==> src/hw/rtl/ukl_pkg.sv <==
// ukl_pkg: shared types and constants for the unordered key list
// holds the word structs, opcode and state enums, and the scan token control struct
// no dependencies
package ukl_pkg;

    // fixed field widths of the channel words
    localparam int unsigned IN_KEY_WIDTH = 32;
    localparam int unsigned POS_WIDTH    = 4;
    localparam int unsigned FILL_WIDTH   = 5;
    localparam int unsigned CAP_WIDTH    = 5;

    localparam logic [CAP_WIDTH-1:0] CAP_RESET = 5'd16;

    // operation codes
    typedef enum logic [1:0] {
        OP_INSERT = 2'd0,
        OP_SEARCH = 2'd1,
        OP_REMOVE = 2'd2
    } t_opcode;

    // controller states
    typedef enum logic [1:0] {
        ST_IDLE,
        ST_SCAN,
        ST_REPORT
    } t_state;

    // input word
    typedef struct packed {
        logic [1:0]                     opcode;
        logic signed [IN_KEY_WIDTH-1:0] key;
    } t_in_word;

    // output word
    typedef struct packed {
        logic                  ok;
        logic [POS_WIDTH-1:0]  position;
        logic [FILL_WIDTH-1:0] fill;
    } t_out_word;

    // control part of the search token walking the cell row
    typedef struct packed {
        logic valid;
        logic found;
    } t_scan_ctl;

endpackage

==> src/hw/rtl/ukl_cell.sv <==
// ukl_cell: one slot of the key row, stores one key and compares it with the passing token
// the token (control, key, matched slot, last key) is registered and handed to the next cell
// depends on ukl_pkg
module ukl_cell #(
    parameter int unsigned INDEX      = 0,
    parameter int unsigned KEY_WIDTH  = 32,
    parameter int unsigned SLOT_WIDTH = 4,
    parameter int unsigned CNT_WIDTH  = 5
) (
    input  logic                  i_clk,
    input  logic                  i_rst_n,
    input  logic [CNT_WIDTH-1:0]  i_count,
    input  logic                  i_wr_sel,
    input  logic [KEY_WIDTH-1:0]  i_wr_data,
    input  ukl_pkg::t_scan_ctl    i_ctl,
    input  logic [KEY_WIDTH-1:0]  i_key,
    input  logic [SLOT_WIDTH-1:0] i_slot,
    input  logic [KEY_WIDTH-1:0]  i_last,
    output ukl_pkg::t_scan_ctl    o_ctl,
    output logic [KEY_WIDTH-1:0]  o_key,
    output logic [SLOT_WIDTH-1:0] o_slot,
    output logic [KEY_WIDTH-1:0]  o_last
);
    import ukl_pkg::*;

    logic [KEY_WIDTH-1:0]  r_entry;
    t_scan_ctl             r_ctl;
    t_scan_ctl             n_ctl;
    logic [KEY_WIDTH-1:0]  r_key;
    logic [SLOT_WIDTH-1:0] r_slot;
    logic [SLOT_WIDTH-1:0] n_slot;
    logic [KEY_WIDTH-1:0]  r_last;
    logic [KEY_WIDTH-1:0]  n_last;
    logic                  occupied;
    logic                  is_last;
    logic                  hit;

    // slot is in use when it lies below the fill count
    assign occupied = CNT_WIDTH'(INDEX) < i_count;
    assign is_last  = CNT_WIDTH'(INDEX + 1) == i_count;
    assign hit      = i_ctl.valid && occupied && !i_ctl.found && (r_entry == i_key);

    // token update: first match wins, last occupied slot donates its key
    always_comb begin
        n_ctl.valid = i_ctl.valid;
        n_ctl.found = i_ctl.found || hit;
        n_slot      = hit ? SLOT_WIDTH'(INDEX) : i_slot;
        n_last      = (i_ctl.valid && is_last) ? r_entry : i_last;
    end

    // stored key
    always_ff @(posedge i_clk) begin
        if (i_wr_sel) begin
            r_entry <= i_wr_data;
        end
    end

    // token control register
    always_ff @(posedge i_clk) begin
        if (!i_rst_n) begin
            r_ctl <= '0;
        end else begin
            r_ctl <= n_ctl;
        end
    end

    // token payload registers
    always_ff @(posedge i_clk) begin
        r_key  <= i_key;
        r_slot <= n_slot;
        r_last <= n_last;
    end

    assign o_ctl  = r_ctl;
    assign o_key  = r_key;
    assign o_slot = r_slot;
    assign o_last = r_last;

endmodule

==> src/hw/rtl/unordered_key_list.sv <==
// unordered_key_list: top level, controller, capacity register and the row of key cells
// depends on ukl_pkg and ukl_cell
//
//   channel  | direction | handshake                | word
//   ---------+-----------+--------------------------+-----------------------------
//   in       | into      | i_in_valid / o_in_stall  | i_in_word  (opcode, key)
//   out      | out of    | o_out_valid / i_out_stall| o_out_word (ok, position, fill)
//   cfg      | into      | i_cfg_we                 | i_cfg_data (capacity)
//
// one word at a time: insert and unused opcodes go from accept straight to the report state,
// search and remove pass through the scan state while the token walks all DEPTH cells
// the result waits in an output register; a new word is taken once it is loaded there
// a stall on the out channel holds the finished result and the table update
// reset (synchronous, active low) empties the table and sets capacity to 16
module unordered_key_list #(
    parameter int unsigned DEPTH     = 16,
    parameter int unsigned KEY_WIDTH = 32
) (
    input  logic                            i_clk,
    input  logic                            i_rst_n,
    input  logic                            i_in_valid,
    output logic                            o_in_stall,
    input  ukl_pkg::t_in_word               i_in_word,
    output logic                            o_out_valid,
    input  logic                            i_out_stall,
    output ukl_pkg::t_out_word              o_out_word,
    input  logic                            i_cfg_we,
    input  logic [ukl_pkg::CAP_WIDTH-1:0]   i_cfg_data
);
    import ukl_pkg::*;

    localparam int unsigned SW   = (DEPTH > 1) ? $clog2(DEPTH) : 1;
    localparam int unsigned CW   = $clog2(DEPTH + 1);
    localparam int unsigned CMPW = (CW > CAP_WIDTH) ? CW : CAP_WIDTH;
    localparam int unsigned KS   = (KEY_WIDTH < IN_KEY_WIDTH) ? KEY_WIDTH : IN_KEY_WIDTH;
    localparam int unsigned PS   = (SW < POS_WIDTH) ? SW : POS_WIDTH;
    localparam int unsigned FS   = (CW < FILL_WIDTH) ? CW : FILL_WIDTH;

    t_state                r_state;
    t_state                n_state;
    logic [1:0]            r_op;
    logic [KEY_WIDTH-1:0]  r_key;
    logic                  r_ok;
    logic [SW-1:0]         r_slot;
    logic [KEY_WIDTH-1:0]  r_last;
    logic [CW-1:0]         r_count;
    logic [CW-1:0]         n_count;
    logic [CAP_WIDTH-1:0]  r_cap;
    logic                  r_out_valid;
    t_out_word             r_out_word;

    logic                  accept;
    logic                  commit;
    logic                  launch;
    logic                  room;
    logic [CMPW-1:0]       cnt_ext;
    logic [CMPW-1:0]       cap_ext;
    logic [KEY_WIDTH-1:0]  in_key;
    logic [POS_WIDTH-1:0]  pos_ext;
    logic [FILL_WIDTH-1:0] fill_ext;
    logic                  wr_en;
    logic [SW-1:0]         wr_idx;
    logic [KEY_WIDTH-1:0]  wr_data;

    t_scan_ctl             w_ctl  [DEPTH+1];
    logic [KEY_WIDTH-1:0]  w_key  [DEPTH+1];
    logic [SW-1:0]         w_slot [DEPTH+1];
    logic [KEY_WIDTH-1:0]  w_last [DEPTH+1];

    // next state
    always_comb begin
        n_state = r_state;
        unique case (r_state)
            ST_IDLE: begin
                if (accept) begin
                    n_state = launch ? ST_SCAN : ST_REPORT;
                end
            end
            ST_SCAN: begin
                if (w_ctl[DEPTH].valid) begin
                    n_state = ST_REPORT;
                end
            end
            ST_REPORT: begin
                if (commit) begin
                    n_state = ST_IDLE;
                end
            end
            default: n_state = ST_IDLE;
        endcase
    end

    // controller outputs
    always_comb begin
        o_in_stall = (r_state != ST_IDLE);
        accept     = i_in_valid && (r_state == ST_IDLE);
        launch     = (i_in_word.opcode == OP_SEARCH) || (i_in_word.opcode == OP_REMOVE);
        commit     = (r_state == ST_REPORT) && (!r_out_valid || !i_out_stall);
    end

    // room check against min(capacity, DEPTH)
    always_comb begin
        cnt_ext = CMPW'(r_count);
        cap_ext = CMPW'(r_cap);
        room    = (cnt_ext < cap_ext) && (r_count < CW'(DEPTH));
    end

    // input key to stored width, zero-extended when the store is wider
    always_comb begin
        in_key         = '0;
        in_key[KS-1:0] = i_in_word.key[KS-1:0];
    end

    // table write and new count at commit
    always_comb begin
        wr_en   = 1'b0;
        wr_idx  = r_slot;
        wr_data = r_last;
        n_count = r_count;
        case (r_op)
            OP_INSERT: begin
                wr_en   = commit && r_ok;
                wr_idx  = r_count[SW-1:0];
                wr_data = r_key;
                n_count = r_ok ? r_count + CW'(1) : r_count;
            end
            OP_REMOVE: begin
                wr_en   = commit && r_ok;
                n_count = r_ok ? r_count - CW'(1) : r_count;
            end
            default: begin
                wr_en = 1'b0;
            end
        endcase
    end

    // result field widths
    always_comb begin
        pos_ext            = '0;
        pos_ext[PS-1:0]    = r_slot[PS-1:0];
        fill_ext           = '0;
        fill_ext[FS-1:0]   = n_count[FS-1:0];
    end

    // control registers
    always_ff @(posedge i_clk) begin
        if (!i_rst_n) begin
            r_state     <= ST_IDLE;
            r_count     <= '0;
            r_cap       <= CAP_RESET;
            r_out_valid <= 1'b0;
        end else begin
            r_state <= n_state;
            if (i_cfg_we) begin
                r_cap <= i_cfg_data;
            end
            if (commit) begin
                r_count     <= n_count;
                r_out_valid <= 1'b1;
            end else if (!i_out_stall) begin
                r_out_valid <= 1'b0;
            end
        end
    end

    // word registers
    always_ff @(posedge i_clk) begin
        if (accept) begin
            r_op  <= i_in_word.opcode;
            r_key <= in_key;
            if (i_in_word.opcode == OP_INSERT) begin
                r_ok   <= room;
                r_slot <= room ? r_count[SW-1:0] : '0;
            end else begin
                r_ok   <= 1'b0;
                r_slot <= '0;
            end
        end else if (r_state == ST_SCAN && w_ctl[DEPTH].valid) begin
            r_ok   <= w_ctl[DEPTH].found;
            r_slot <= w_ctl[DEPTH].found ? w_slot[DEPTH] : '0;
            r_last <= w_last[DEPTH];
        end
        if (commit) begin
            r_out_word.ok       <= r_ok;
            r_out_word.position <= pos_ext;
            r_out_word.fill     <= fill_ext;
        end
    end

    assign o_out_valid = r_out_valid;
    assign o_out_word  = r_out_word;

    // token entering the row
    assign w_ctl[0].valid = accept && launch;
    assign w_ctl[0].found = 1'b0;
    assign w_key[0]       = in_key;
    assign w_slot[0]      = '0;
    assign w_last[0]      = '0;

    // row of key cells
    for (genvar g = 0; g < DEPTH; g++) begin : g_cell
        ukl_cell #(
            .INDEX      (g),
            .KEY_WIDTH  (KEY_WIDTH),
            .SLOT_WIDTH (SW),
            .CNT_WIDTH  (CW)
        ) u_cell (
            .i_clk     (i_clk),
            .i_rst_n   (i_rst_n),
            .i_count   (r_count),
            .i_wr_sel  (wr_en && (wr_idx == SW'(g))),
            .i_wr_data (wr_data),
            .i_ctl     (w_ctl[g]),
            .i_key     (w_key[g]),
            .i_slot    (w_slot[g]),
            .i_last    (w_last[g]),
            .o_ctl     (w_ctl[g+1]),
            .o_key     (w_key[g+1]),
            .o_slot    (w_slot[g+1]),
            .o_last    (w_last[g+1])
        );
    end

`ifndef SYNTHESIS
    // fill count never exceeds the table depth
    a_count_range: assert property (@(posedge i_clk) disable iff (!i_rst_n)
        r_count <= CW'(DEPTH))
        else $error("fill count above depth");

    // a token only leaves the row while the controller waits for it
    a_token_in_scan: assert property (@(posedge i_clk) disable iff (!i_rst_n)
        w_ctl[DEPTH].valid |-> (r_state == ST_SCAN))
        else $error("scan token outside scan state");

    // count changes only when a result is committed
    a_count_commit: assert property (@(posedge i_clk) disable iff (!i_rst_n)
        !commit |=> $stable(r_count))
        else $error("count changed without commit");

    // a refused or missed operation reports position zero
    a_pos_zero: assert property (@(posedge i_clk) disable iff (!i_rst_n)
        (o_out_valid && !o_out_word.ok) |-> (o_out_word.position == '0))
        else $error("nonzero position on failed operation");
`endif

endmodule

==> config.mk <==
export PLATFORM = sky130hd
export DESIGN_NAME = unordered_key_list
export DESIGN_NICKNAME = d
export VERILOG_FILES = /design/src/hw/rtl/ukl_pkg.sv /design/src/hw/rtl/ukl_cell.sv /design/src/hw/rtl/unordered_key_list.sv
export SDC_FILE = /design/constraint.sdc
export NUM_CORES = 2
export LEC_CHECK = 0
export BUFFER_PORTS_ARGS = -buffer_cell sky130_fd_sc_hd__buf_2
export CAP_MARGIN = 20
export CORE_ASPECT_RATIO = 1.75
export CORE_MARGIN = 1.5
export CORE_UTILIZATION = 60
export CTS_CLUSTER_SIZE = 25
export DETAILED_ROUTE_END_ITERATION = 10
export PLACE_DENSITY_LB_ADDON = 0.12
export SKIP_LAST_GASP = 1
export SYNTH_ARGS = -nofsm -noshare
export SYNTH_HDL_FRONTEND = slang
export SYNTH_HIERARCHICAL = 1
export SYNTH_SLANG_ARGS = --single-unit
==> constraint.sdc <==
create_clock -name i_clk -period 7.5 [get_ports i_clk]
set_input_delay 0.75 -clock i_clk [delete_from_list [all_inputs] [get_ports i_clk]]
set_output_delay 0.75 -clock i_clk [all_outputs]
set_load 0.01 [all_outputs]
==> reports/results.txt <==
crit path time final - 3401 ps
DP Area - 56,640 sq um
Fin Setup TNS - 0 ps
final setup violation count - 0
Via density - 5.628
Setup Skew - 29.14 ps
Post-Syn Area - 54,660 sq um
DR DRC count - 0
Finished Cell Area - 61,320 sq um
clock root cell - clkbuf_16
GPL Wtd Cong - 0.9463
Leakage Power - 22.90 nW
setup ws final - 4099 ps
synthesized instance count - 3,416
vias after detailed routing - 27,820
status - complete, no violations
GRT Overall Usage - 0.3361
Min-Delay Startpoint - i_in_word[29]
Starting Density - 0.6045
Area Overhead vs Synth - 12.19%
startpoint types - register
Worst EP required - 8170 ps
crit path launch - cnt_ext[2]
CTS Buf Count - 142
vias in the first global route - 29,730
clock-pin slew on the worst setup and hold paths - 60 ps
CP Buf/Inv Count - 0
# resized after CTS - 0
worst-path maximum fanout - 37
CTS tree - built
DR WL/cell - 31.06 um
VDD IR max - 0.2719 mV
actual slew at the worst max-slew pin - 1281 ps
Mean Syn Cell Area - 16.00 sq um
CP Class - register to register
Die Span X - 231.2 um
slowest cell on the critical path - nor4b_1
fin crit share - 0.4535
Post-CTS Repair Setup Buffers - 0
H-tree depth - 4
initial detailed-routing violation count - 2,175
deepest clock path buffer count - 3
final wirelength - 153.5 mm
Clock Sinks - 1,694
DPL Wire Length - 112.0 mm
slowest stage delay, CP - 1110 ps
row cnt - 146
clk_lat worst skew - 760 ps
worst path arrival time - 4080 ps
Die H - 402.3 um
Core ar. - 90,420 sq um
max-slew violations - 0
CP Cell Sequence - a311oi_1 -> nor4b_1 -> nand2_1 -> nor4_4 -> or2_1
hold_buf cts - 0
pre-CTS setup slack - 4193 ps
fmax - 294.0 MHz
DRT antenna net count - 0
Top Family by Delay on Critical Path - simple AND/OR/NAND/NOR gates
Yosys warnings - 6
total power draw - 0.01798 W
share of cells above drive strength 1 - 0.2346
# nets final - 3,690
antenna violations before repair - 1
grt ovf - 0
worst hold path class - primary input to register
Worst Setup End Kind - register
first-pass GRT wire length - 213.5 mm
DIE AREA - 92,990 sq um
Reg-to-Reg Start - cnt_ext[2]
DRT Pass-1 Iters - 6
Hold WS - 144.2 ps
max_slew headroom - 0.1339
largest net degree at the start of global routing - 52
Final Hold Violating Endpoints - 0
IO Count - 56
unrepaired setup endpoints after global routing - no
Max Cap Viol - 0
PD cells - 293.2 nW/um^2
Port Buf Inserts - 55
-- sequential cells by signal (all words and copies together), names as in the netlist --
register	count
g_cell.u_cell/o_last	512
g_cell.u_cell/r_entry	512
g_cell.u_cell/o_key	480
g_cell.u_cell/o_slot	64
g_cell.u_cell/o_ctl	32
r_key	32
r_last	32
o_out_word	10
cap_ext	5
cnt_ext	5
pos_ext	4
r_op	2
r_state	2
o_out_valid	1
r_ok	1
-- final cells by class --
type                    count  area (sq um)
multi-input cells        1643         14440
repair buffers            108         768.2
clock buffers             200          4110
clock inverters            61         471.7
inverters                  50         187.7
well taps                1184          1481
diodes                      3         7.507
flip-flops and latches   1694         39850
fillers                  6314         29100
-- final timing paths --
kind,end,slack [ps],cells after the start
worst min-delay path,g_cell[0].u_cell/o_key[29],140,1
worst max register to register,g_cell[6].u_cell/o_slot[1],4100,5
worst max-delay path,g_cell[6].u_cell/o_slot[1],4100,5
worst min register to register,g_cell[7].u_cell/o_key[18],360,0
-- metrics by stage --
stage          std cells    util
6_report            4943  0.6782
5_1_grt             4940  0.6781
2_1_floorplan       3452       -
3_5_place_dp        4675  0.6264
4_1_cts             4936  0.6771
3_3_place_gp        4672  0.6258
-- per-layer routing --
layer  GRT usage  part of all wire  vias up
li1            -                 -    12450
met5           0                 0        -
met1      0.3362              0.33    14030
met4      0.2948              0.10        0
met2      0.5980              0.52      931
met3     0.05428             0.042      405
-- placed cells by master (no fill, tap or decap), types with 22 or more instances in the layout --
cell type / instances
nand4_1: 34
clkinv_2: 29
nor4_1: 87
nand2_1: 123
xor2_1: 403
mux2_1: 55
xnor2_1: 109
mux2_2: 455
nor2b_1: 22
clkbuf_16: 149
conb_1: 37
and2_1: 32
inv_1: 50
buf_4: 46
edfxtp_1: 593
buf_2: 56
dfxtp_1: 1096
clkbuf_1: 32
-- worst reg2reg max path: stages, from the launching register on --
cell and delay (ps):
dfxtp_2 920, a311oi_1 230, nor4b_1 1110, nand2_1 220, nor4_4 650, or2_1 190
-- where the power goes --
| group | switching (W) | internal [W] |
|---|---|---|
| combinational | 0.000382 | 0.000227 |
| sequential | 0.000258 | 0.00985 |
| clock | 0.00325 | 0.00401 |
| total | 0.00389 | 0.0141 |
Note: power is estimated with default switching activity, not from simulation.
